`src/rtl/core/ftpid_pkg.sv`:
```
// ftpid_pkg: shared types and constants of the fan speed controller
// no dependencies
package ftpid_pkg;

  localparam int unsigned CfgIdxW = 3;
  localparam int unsigned CfgDataW = 27;

  localparam logic [CfgIdxW-1:0] REG_TEMP_LO         = 3'd0;
  localparam logic [CfgIdxW-1:0] REG_TEMP_HI         = 3'd1;
  localparam logic [CfgIdxW-1:0] REG_TEMP_FAULT_LOW  = 3'd2;
  localparam logic [CfgIdxW-1:0] REG_TEMP_FAULT_HIGH = 3'd3;
  localparam logic [CfgIdxW-1:0] REG_PWM_PERIOD      = 3'd4;
  localparam logic [CfgIdxW-1:0] REG_CYCLES_PER_UPD  = 3'd5;
  localparam logic [CfgIdxW-1:0] REG_CLOCK_HZ        = 3'd6;

  localparam logic [15:0] STALE_LIMIT = 16'd40;
  localparam logic [7:0]  TICK_GAP    = 8'd4;
  localparam logic [11:0] RPM_FULL    = 12'd4000;
  localparam logic [11:0] RPM_FLOOR   = 12'd1200;
  localparam logic [11:0] RPM_SPAN    = 12'd2800;
  localparam logic signed [17:0] INTEG_LIMIT = 18'sd50000;
  localparam logic [14:0] RPM_SAT     = 15'd32767;
  localparam logic [4:0]  GAIN_I      = 5'd20;

  typedef struct packed {
    logic        command;
    logic        fan_select;
    logic [15:0] capture_value;
    logic [15:0] update_count;
    logic [7:0]  time_now;
    logic [15:0] temp_a;
    logic [15:0] temp_b;
  } in_item_t;

  typedef struct packed {
    logic        fan_index;
    logic [15:0] duty;
    logic [11:0] target_rpm;
    logic [14:0] measured_rpm;
    logic        overtemp;
  } out_item_t;

endpackage

```
`src/rtl/core/ftpid_if.sv`:
```
// ftpid_if: valid/ready channel carrying one payload of generic type
// no dependencies
interface ftpid_if #(parameter type payload_t = logic);
  logic     valid;
  logic     ready;
  payload_t data;
  modport source (output valid, output data, input ready);
  modport sink (input valid, input data, output ready);
endinterface

```
`src/rtl/core/ftpid_div.sv`:
```
// ftpid_div: restoring divider, one quotient bit per cycle
// depends on ftpid_pkg
module ftpid_div #(
  parameter int unsigned NumW = 32,
  parameter int unsigned DenW = 32
) (
  input  logic            clk,
  input  logic            rst,
  input  logic            start,
  input  logic [NumW-1:0] num,
  input  logic [DenW-1:0] den,
  output logic            busy,
  output logic [NumW-1:0] quo
);
  import ftpid_pkg::*;

  localparam int unsigned CntW = $clog2(NumW + 1);

  logic [NumW-1:0] shreg;
  logic [DenW:0]   rem;
  logic [DenW-1:0] dreg;
  logic [CntW-1:0] cnt;
  logic [DenW:0]   trial;
  logic [DenW:0]   diff;

  assign trial = {rem[DenW-1:0], shreg[NumW-1]};
  assign diff  = trial - {1'b0, dreg};
  assign quo   = shreg;

  always_ff @(posedge clk) begin
    if (rst) begin
      busy <= 1'b0;
      cnt  <= '0;
    end else if (start) begin
      busy <= 1'b1;
      cnt  <= CntW'(NumW);
    end else if (busy) begin
      cnt <= cnt - 1'b1;
      if (cnt == CntW'(1)) busy <= 1'b0;
    end
  end

  always_ff @(posedge clk) begin
    if (start) begin
      shreg <= num;
      rem   <= '0;
      dreg  <= den;
    end else if (busy) begin
      if (!diff[DenW]) begin
        rem   <= diff;
        shreg <= {shreg[NumW-2:0], 1'b1};
      end else begin
        rem   <= trial;
        shreg <= {shreg[NumW-2:0], 1'b0};
      end
    end
  end

endmodule

```
`src/rtl/core/ftpid_mul.sv`:
```
// ftpid_mul: shift-add multiplier, one multiplier bit per cycle
// depends on ftpid_pkg
module ftpid_mul #(
  parameter int unsigned AW = 16,
  parameter int unsigned BW = 16
) (
  input  logic             clk,
  input  logic             rst,
  input  logic             start,
  input  logic [AW-1:0]    a,
  input  logic [BW-1:0]    b,
  output logic             busy,
  output logic [AW+BW-1:0] prod
);
  import ftpid_pkg::*;

  localparam int unsigned CntW = $clog2(BW + 1);

  logic [AW+BW-1:0] acc;
  logic [AW+BW-1:0] areg;
  logic [BW-1:0]    breg;
  logic [CntW-1:0]  cnt;

  assign prod = acc;

  always_ff @(posedge clk) begin
    if (rst) begin
      busy <= 1'b0;
      cnt  <= '0;
    end else if (start) begin
      busy <= 1'b1;
      cnt  <= CntW'(BW);
    end else if (busy) begin
      cnt <= cnt - 1'b1;
      if (cnt == CntW'(1)) busy <= 1'b0;
    end
  end

  always_ff @(posedge clk) begin
    if (start) begin
      acc  <= '0;
      areg <= (AW+BW)'(a);
      breg <= b;
    end else if (busy) begin
      if (breg[0]) acc <= acc + areg;
      areg <= {areg[AW+BW-2:0], 1'b0};
      breg <= {1'b0, breg[BW-1:1]};
    end
  end

endmodule

```
`src/rtl/core/fan_tach_pid_speed_controller.sv`:
```
// Two-fan tach averaging and PID speed controller. A tach edge is handled by
// the 16-bit serial multiply of elapsed updates by cycles_per_update. An
// acting control tick uses a 16-bit serial multiply and a 32-bit serial
// divide for the target, a 32-bit serial divide for RPM and one for the
// integral term, the divides all through the single shared bit-serial
// divider; the target divide is skipped when the hotter temperature lies
// outside the limits or the limits are equal, and the RPM divide when the
// period is zero. One item is in work at a time; a finished result waits in
// the output register while the next item is taken. Quiet ticks and tach
// edges give no result.
// depends on ftpid_pkg, ftpid_if, ftpid_div, ftpid_mul
module fan_tach_pid_speed_controller (
  input  logic                      clk,
  input  logic                      rst,
  ftpid_if.sink                     in_ch,
  ftpid_if.source                   out_ch,
  input  logic                      cfg_we,
  input  logic [ftpid_pkg::CfgIdxW-1:0]  cfg_index,
  input  logic [ftpid_pkg::CfgDataW-1:0] cfg_data
);
  import ftpid_pkg::*;

  typedef enum logic [10:0] {
    S_IDLE  = 11'b00000000001,
    S_TMUL  = 11'b00000000010,
    S_TFIN  = 11'b00000000100,
    S_TICK  = 11'b00000001000,
    S_TDIV  = 11'b00000010000,
    S_RMUL  = 11'b00000100000,
    S_RDIV  = 11'b00001000000,
    S_PID   = 11'b00010000000,
    S_IDIV  = 11'b00100000000,
    S_OUT   = 11'b01000000000,
    S_WAIT  = 11'b10000000000
  } state_t;

  state_t state;

  logic [15:0] temp_lo, temp_hi, temp_fault_low, temp_fault_high;
  logic [15:0] pwm_period, cycles_per_update;
  logic [26:0] clock_hz;

  logic [15:0] tach_last_update [2];
  logic [15:0] tach_last_capture [2];
  logic [31:0] tach_period [2];
  logic signed [17:0] integral_sum [2];
  logic signed [16:0] previous_error [2];
  logic [7:0]  last_tick_time;
  logic        next_fan;
  logic        fault_flag;

  in_item_t    item;
  logic [15:0] temp;
  logic [11:0] target;
  logic [14:0] rpm;
  logic        fan;

  // shared units
  logic        div_start;
  logic        div_busy;
  logic [31:0] div_num;
  logic [31:0] div_den;
  logic [31:0] div_quo;
  logic        mul_start;
  logic        mul_busy;
  logic [15:0] mul_a;
  logic [15:0] mul_b;
  logic [31:0] mul_prod;
  logic        div_sent;
  logic        mul_sent;

  ftpid_div #(.NumW(32), .DenW(32)) u_div (
    .clk(clk), .rst(rst), .start(div_start), .num(div_num), .den(div_den),
    .busy(div_busy), .quo(div_quo)
  );

  ftpid_mul #(.AW(16), .BW(16)) u_mul (
    .clk(clk), .rst(rst), .start(mul_start), .a(mul_a), .b(mul_b),
    .busy(mul_busy), .prod(mul_prod)
  );

  logic        out_valid;
  out_item_t   out_data;
  assign out_ch.valid = out_valid;
  assign out_ch.data  = out_data;
  assign in_ch.ready  = (state == S_IDLE);

  // tach datapath
  logic        sel;
  logic [31:0] per;
  logic [31:0] dper;
  logic [31:0] dmag;
  assign sel  = item.fan_select;
  assign per  = mul_prod + 32'(item.capture_value) - 32'(tach_last_capture[sel]);
  assign dper = per - tach_period[sel];
  assign dmag = (~dper) + 32'd1;

  // pid datapath
  logic signed [16:0] err;
  logic signed [18:0] integ_raw;
  logic signed [17:0] integ;
  logic [17:0]        integ_mag;
  logic signed [17:0] deriv;
  logic signed [17:0] iterm;
  logic signed [22:0] outv;
  assign err       = 17'(signed'({5'b0, target})) - 17'(signed'({2'b0, rpm}));
  assign integ_raw = 19'(integral_sum[fan]) + 19'(err);
  assign integ     = (integ_raw > 19'(INTEG_LIMIT)) ? INTEG_LIMIT :
                     (integ_raw < -19'(INTEG_LIMIT)) ? -INTEG_LIMIT : 18'(integ_raw);
  assign integ_mag = integ[17] ? 18'(-integ) : 18'(integ);
  assign deriv     = 18'(err) - 18'(previous_error[fan]);
  assign iterm     = integ[17] ? -18'(div_quo[17:0]) : 18'(div_quo[17:0]);
  assign outv      = 23'(err) * 23'sd2 + 23'(iterm) + 23'(deriv) * 23'sd8
                   + 23'(signed'({1'b0, pwm_period[15:1]}));

  always_comb begin
    div_start = 1'b0;
    div_num = '0;
    div_den = 32'd1;
    mul_start = 1'b0;
    mul_a = '0;
    mul_b = '0;
    case (state)
      S_TMUL: begin
        mul_start = !mul_sent;
        mul_a = item.update_count - tach_last_update[sel];
        mul_b = cycles_per_update;
      end
      S_TDIV: begin
        div_start = !div_sent;
        div_num = 32'(mul_prod[27:0]);
        div_den = 32'(temp_hi - temp_lo);
        mul_start = 1'b0;
      end
      S_TICK: begin
        mul_start = 1'b1;
        mul_a = 16'(RPM_SPAN);
        mul_b = temp - temp_lo;
      end
      S_RMUL: begin
        div_start = !div_sent;
        div_num = 32'(clock_hz) * 32'd30;
        div_den = tach_period[fan];
      end
      S_RDIV: begin
        div_num = 32'(clock_hz) * 32'd30;
        div_den = tach_period[fan];
      end
      S_IDIV: begin
        div_start = !div_sent;
        div_num = 32'(integ_mag);
        div_den = 32'(GAIN_I);
      end
      default: ;
    endcase
  end

  always_ff @(posedge clk) begin
    if (rst) begin
      temp_lo <= 16'd480;
      temp_hi <= 16'd800;
      temp_fault_low <= 16'd960;
      temp_fault_high <= 16'd1120;
      pwm_period <= 16'd1023;
      cycles_per_update <= 16'd1024;
      clock_hz <= 27'd32000000;
    end else if (cfg_we) begin
      case (cfg_index)
        REG_TEMP_LO:         temp_lo <= cfg_data[15:0];
        REG_TEMP_HI:         temp_hi <= cfg_data[15:0];
        REG_TEMP_FAULT_LOW:  temp_fault_low <= cfg_data[15:0];
        REG_TEMP_FAULT_HIGH: temp_fault_high <= cfg_data[15:0];
        REG_PWM_PERIOD:      pwm_period <= cfg_data[15:0];
        REG_CYCLES_PER_UPD:  cycles_per_update <= cfg_data[15:0];
        REG_CLOCK_HZ:        clock_hz <= cfg_data;
        default: ;
      endcase
    end
  end

  always_ff @(posedge clk) begin
    if (rst) begin
      state <= S_IDLE;
      out_valid <= 1'b0;
      div_sent <= 1'b0;
      mul_sent <= 1'b0;
      for (int i = 0; i < 2; i++) begin
        tach_last_update[i] <= '0;
        tach_last_capture[i] <= '0;
        tach_period[i] <= '0;
        integral_sum[i] <= '0;
        previous_error[i] <= '0;
      end
      last_tick_time <= '0;
      next_fan <= 1'b0;
      fault_flag <= 1'b0;
    end else begin
      if (out_ch.valid && out_ch.ready && state != S_OUT) out_valid <= 1'b0;
      case (state)
        S_IDLE: begin
          div_sent <= 1'b0;
          mul_sent <= 1'b0;
          if (in_ch.valid) begin
            item <= in_ch.data;
            state <= in_ch.data.command ? S_TICK : S_TMUL;
            if (in_ch.data.command) begin
              temp <= (in_ch.data.temp_a > in_ch.data.temp_b) ?
                      in_ch.data.temp_a : in_ch.data.temp_b;
            end
          end
        end
        S_TMUL: begin
          mul_sent <= 1'b1;
          if (mul_sent && !mul_busy) state <= S_TFIN;
        end
        S_TFIN: begin
          tach_last_update[sel] <= item.update_count;
          tach_last_capture[sel] <= item.capture_value;
          if (dper[31]) tach_period[sel] <= tach_period[sel] - {1'b0, dmag[31:1]};
          else tach_period[sel] <= tach_period[sel] + {1'b0, dper[31:1]};
          state <= S_IDLE;
        end
        S_TICK: begin
          if (16'(item.update_count - tach_last_update[0]) > STALE_LIMIT) begin
            tach_last_update[0] <= item.update_count;
            tach_last_capture[0] <= '0;
          end
          if (8'(item.time_now - last_tick_time) <= TICK_GAP) begin
            state <= S_IDLE;
          end else begin
            fan <= next_fan;
            next_fan <= ~next_fan;
            last_tick_time <= item.time_now;
            if (fault_flag) begin
              if (temp < temp_fault_low) fault_flag <= 1'b0;
            end else if (temp >= temp_fault_high) begin
              fault_flag <= 1'b1;
            end
            mul_sent <= 1'b1;
            state <= S_TDIV;
          end
        end
        S_TDIV: begin
          if (!mul_busy) begin
            if (temp < temp_lo) begin
              target <= 12'd0;
              state <= S_RMUL;
            end else if (temp > temp_hi) begin
              target <= RPM_FULL;
              state <= S_RMUL;
            end else if (temp_hi == temp_lo) begin
              target <= RPM_FLOOR;
              state <= S_RMUL;
            end else if (!div_sent) begin
              div_sent <= 1'b1;
            end else if (!div_busy) begin
              target <= RPM_FLOOR + div_quo[11:0];
              div_sent <= 1'b0;
              state <= S_RMUL;
            end
          end
        end
        S_RMUL: begin
          if (tach_period[fan] == '0) begin
            rpm <= '0;
            state <= S_PID;
          end else begin
            div_sent <= 1'b1;
            state <= S_RDIV;
          end
        end
        S_RDIV: begin
          if (!div_busy) begin
            rpm <= (div_quo > 32'(RPM_SAT)) ? RPM_SAT : div_quo[14:0];
            div_sent <= 1'b0;
            state <= S_PID;
          end
        end
        S_PID: begin
          state <= S_IDIV;
        end
        S_IDIV: begin
          div_sent <= 1'b1;
          if (div_sent && !div_busy) state <= S_OUT;
        end
        S_OUT: begin
          if (!out_valid || out_ch.ready) begin
            integral_sum[fan] <= integ;
            previous_error[fan] <= err;
            out_valid <= 1'b1;
            out_data.fan_index <= fan;
            out_data.duty <= outv < 0 ? 16'd0 :
                             (outv > 23'(signed'({1'b0, pwm_period}))) ? pwm_period :
                             outv[15:0];
            out_data.target_rpm <= target;
            out_data.measured_rpm <= rpm;
            out_data.overtemp <= fault_flag;
            state <= S_IDLE;
          end
        end
        default: state <= S_IDLE;
      endcase
    end
  end

  a_out_hold: assert property (@(posedge clk) disable iff (rst)
    out_valid && !out_ch.ready |=> out_valid) else $error("result dropped");
  a_busy_idle: assert property (@(posedge clk) disable iff (rst)
    state == S_IDLE |-> !div_busy || !div_sent) else $error("divider busy in idle");
  a_target_range: assert property (@(posedge clk) disable iff (rst)
    out_valid |-> out_data.target_rpm <= RPM_FULL) else $error("target out of range");
  a_duty_range: assert property (@(posedge clk) disable iff (rst)
    $rose(out_valid) |-> out_data.duty <= pwm_period) else $error("duty over period");

endmodule

```
`src/flat_wrapper.sv`:
```
// flat-port wrapper written by rule: the top's interface ports become plain ports
module fan_tach_pid_speed_controller_flat import ftpid_pkg::*;
  (clk, rst, cfg_we, cfg_index, cfg_data, in_ch_valid, in_ch_data, in_ch_ready, out_ch_valid, out_ch_data, out_ch_ready);
  ftpid_if #(.payload_t(in_item_t)) in_ch_i ();
  ftpid_if #(.payload_t(out_item_t)) out_ch_i ();
  input  logic clk;
  input  logic rst;
  input  logic cfg_we;
  input  logic [ftpid_pkg::CfgIdxW-1:0] cfg_index;
  input  logic [ftpid_pkg::CfgDataW-1:0] cfg_data;
  input wire logic [$bits(in_ch_i.valid)-1:0] in_ch_valid;
  input wire logic [$bits(in_ch_i.data)-1:0] in_ch_data;
  output wire logic [$bits(in_ch_i.ready)-1:0] in_ch_ready;
  output wire logic [$bits(out_ch_i.valid)-1:0] out_ch_valid;
  output wire logic [$bits(out_ch_i.data)-1:0] out_ch_data;
  input wire logic [$bits(out_ch_i.ready)-1:0] out_ch_ready;
  assign in_ch_i.valid = in_ch_valid;
  assign in_ch_i.data = in_ch_data;
  assign in_ch_ready = in_ch_i.ready;
  assign out_ch_valid = out_ch_i.valid;
  assign out_ch_data = out_ch_i.data;
  assign out_ch_i.ready = out_ch_ready;
  fan_tach_pid_speed_controller u_core (.clk(clk), .rst(rst), .in_ch(in_ch_i), .out_ch(out_ch_i), .cfg_we(cfg_we), .cfg_index(cfg_index), .cfg_data(cfg_data));
endmodule
```
`config.mk`:
```
export PLATFORM = sky130hd
export DESIGN_NAME = fan_tach_pid_speed_controller_flat
export DESIGN_NICKNAME = d
export VERILOG_FILES = /design/src/rtl/core/ftpid_pkg.sv /design/src/rtl/core/ftpid_if.sv /design/src/rtl/core/ftpid_div.sv /design/src/rtl/core/ftpid_mul.sv /design/src/rtl/core/fan_tach_pid_speed_controller.sv /design/src/flat_wrapper.sv
export SDC_FILE = /design/constraint.sdc
export NUM_CORES = 2
export LEC_CHECK = 0
export BUFFER_PORTS_ARGS = -buffer_cell sky130_fd_sc_hd__buf_2
export CORE_MARGIN = 3
export CORE_UTILIZATION = 30
export DETAILED_ROUTE_END_ITERATION = 7
export SLEW_MARGIN = 5
export SYNTH_ARGS = -nofsm -noshare
export SYNTH_HDL_FRONTEND = slang
export SYNTH_SLANG_ARGS = --single-unit
```
`constraint.sdc`:
```
create_clock -name clk -period 33.6 [get_ports clk]
set_input_delay 5.04 -clock clk [delete_from_list [all_inputs] [get_ports clk]]
set_output_delay 5.04 -clock clk [all_outputs]
set_load 0.02 [all_outputs]
```
==> results.yml <==
global_routing:
  antenna_found_initial: 6
  grt_pass1_wl_um: 213500
  grt-ovfl-total: 0
  first_global_vias: 37040
  grtUsageTotal: 0.1639
  grt_max_degree: 64
drt:
  drtIter0Drc: 2981
  vias: 38170
  drtPass1Iterations: 8
  via_per_inst: 5.134
  wl_per_cell_um: 18.47
  totalWireLength_um: 137400
  ant_nets: 0
  drc: 0
timing:
  finalSetupTns_ps: 0
  final-setup-viol-count: 0
  clock_skew_ps: 50.03
  rsz0062_at_grt: "no"
  relSlewSlack: 0.1975
  min_period_ps: 11640
  fin_crit_sh: 0.3463
  max_slew.worst_pin.slew_ps: 1204
  slew_violations: 0
  fmax_mhz: 85.93
  finalHoldViolCount: 0
placement:
  dp_hpwl_um: 104300
  dp_cells: 7289
  place_area_mm2: 0.05120
  gp_congestion: 0.8980
  port_buffers: 155
run:
  drv_cap: 0
logic_synthesis:
  synthCells: 5186
  async_flop_share: 0
  yosysTopAreaCell: "edfxtp_1"
  synth_top_area_frac: 0.2637
  syn_nets: 5836
  synthTopCellsByArea: "edfxtp_1 26%, ha_1 11%, dfxtp_1 10%, fa_1 4.7%, a21oi_1 4.2%"
  yosysMostFrequentCell: "nand2_1"
  synth_edf_count: 422
  synth_seq_cells: 663
  synth_area_per_cell_um2: 9.265
  yosys_warnings: 0
  ys_top_cells_by_count: "489 x nand2_1, 473 x nor2_1, 428 x ha_1, 425 x inv_1, 422 x edfxtp_1"
  synth_area_mm2: 0.04805
  synthFlopType: "edfxtp_1"
  synth_cell_types: 113
  ys_seq_area_frac: 0.3641
clock_network:
  ctsHoldBuffers: 0
  clk_pin_slew_ps: 60
  clock_latency_ps: 690
  cts_buffers: 78
  cts-htree-levels: 3
  cts-root-to-sink-buffers: 3
  post_cts_buffers: 0
  cts_tree: "built"
  clockRootBuffer: "clkbuf_16"
  cts_sinks: 663
  cts_resized: 0
power:
  power_leakage_nw: 22.27
  intPower_mw: 2.466
  p_sw_mw: 1.945
  sequentialPowerShare: 0.230
  ir_drop_uv: 77.49
  clkPwrFrac: 0.207
  p_comb_frac: 0.563
  swShare: 0.4409
  power.density_mw_per_mm2: 81.77
critical_path:
  criticalPathCategory: "reg2reg"
  worstPathRequired_ps: 34020
  startpoint_type: "register"
  crit_end: "u_core.out_ch.data[43]$_SDFFCE_PN0P_"
  reg2reg_to: "u_core.out_ch.data[43]$_SDFFCE_PN0P_"
  cp.arrival_ps: 12060
  r2r_cells: 47
  endpoint_kind: "register"
  crit_path_frequent_cell: "ha_1"
  slowest_stage: "nand2_1"
  rrSetupSlack_ps: 21960
  path_max_fanout: 25
  startpoint: "u_core.target[0]$_SDFFCE_PP0P_"
  r2r-start: "u_core.target[0]$_SDFFCE_PP0P_"
  max_stage_delay_ps: 590
cells_and_area:
  post-route-cell-area_mm2: 0.05395
  synthToLayoutAreaGrowth_pct: 12.28
  multiInputGateArea_mm2: 0.02834
  drive_gt1_frac: 0.09099
  fillerInstances: 16100
  fin_cells: 7436
  regArea_mm2: 0.01751
  fin_nets: 5947
floorplan:
  die_h_um: 406.2
  start_util: 0.3027
  rows: 146
  die_x_um: 406.2
  coreArea_mm2: 0.1587
  io_pins: 156
  dieArea_mm2: 0.1650
worst_hold_path:
  hp-class: "reg2reg"
  min_from: "u_core.rpm[8]$_SDFFCE_PP0P_"
run_status:
  status: "completed"
through the flow:
stage            util  hold slack (ps)  worst slack (ps)  total power, mW
2_1_floorplan       -            426.4             23030            2.965
3_3_place_gp   0.3225            432.4             22360            3.437
3_5_place_dp   0.3225            434.0             22140            3.478
4_1_cts        0.3398            450.9             22070            4.410
5_1_grt        0.3398            457.7             20960            4.755
6_report       0.3398            449.5             21960            4.411
kinds of logic (layout without fill, tap and decap cells):
logic type               after synthesis  after routing  share of synthesized area
AND/OR/NAND/NOR                     1609           1609                     0.1592
AO/OA/AOI/OAI                       1245           1245                     0.1662
flip-flops                           663            663                     0.3641
buffers and inverters                601            778                    0.04757
adder cells (fa/ha/maj)              543            543                     0.1589
XOR/XNOR                             320            320                    0.05966
multiplexers                         205            205                    0.04424
other                                  0              1                          0
layout make-up:
cell class	count	area share
multi-input cells	3922	0.5254
flip-flops and latches	663	0.3245
well taps	2072	0.04805
clock buffers	101	0.03913
inverters	426	0.02964
repair buffers	206	0.02152
clock inverters	45	0.01176
diodes	1	0.00004638
power by group through the flow:
stage                     combinational [mW]  sequential, mW  clock (mW)
final                                   2.48            1.01       0.912
after floorplan                         1.98           0.989           0
after detailed placement                2.45            1.03           0
after CTS                               2.46            1.01       0.934
after global routing                    2.77            1.02       0.965
after global placement                  2.41            1.03           0
sequential cells by signal, summed over array words and instances (netlist names), 36 cells and up, named ones only:
signal and cells:
u_core.out_ch.data 45, u_core.item 40, u_core.tach_period 64, u_core.integral_sum 36
layer usage:
| metal | up-vias | global-route usage | routed length, µm |
|---|---|---|---|
| li1 | 18680 | - | - |
| met1 | 18410 | 0.2274 | 63610 |
| met2 | 917 | 0.2688 | 62730 |
| met3 | 160 | 0.02415 | 8121 |
| met4 | 0 | 0.03677 | 2910 |
| met5 | - | 0 | 0 |
cell usage in the layout, fill, tap and decap left out, drive strengths merged, types with 113 or more instances in the layout:
cell and n:
xor2 115, xnor2 202, dfxtp 241, buf 206, edfxtp 422, mux2i 146
ha 428, inv 436, nor2 477, a21oi 404, o21ai 276, fa 113
nand2 490
how the worst min path moves through the flow:
stage | cells after the start | end | slack [ps]
5_1_grt | 0 | u_core.out_ch.data[9]$_DFFE_PP_ | 460
4_1_cts | 0 | u_core.out_ch.data[9]$_DFFE_PP_ | 450
3_3_place_gp | 0 | u_core.out_ch.data[6]$_DFFE_PP_ | 430
6_report | 0 | u_core.out_ch.data[9]$_DFFE_PP_ | 450
2_1_floorplan | 0 | u_core.out_ch.data[10]$_DFFE_PP_ | 430
3_5_place_dp | 0 | u_core.out_ch.data[2]$_DFFE_PP_ | 430
worst max-delay path, delay by kind of cell (launching register included):
kind | cells | cell delay, ps
compound gates | 21 | 4580
simple gates | 11 | 2580
fa+ha+maj | 7 | 2460
xor+xnor | 4 | 740
flops | 1 | 380
mux | 1 | 350
buf+inv | 3 | 270
Power figures use the tool's default switching activity.
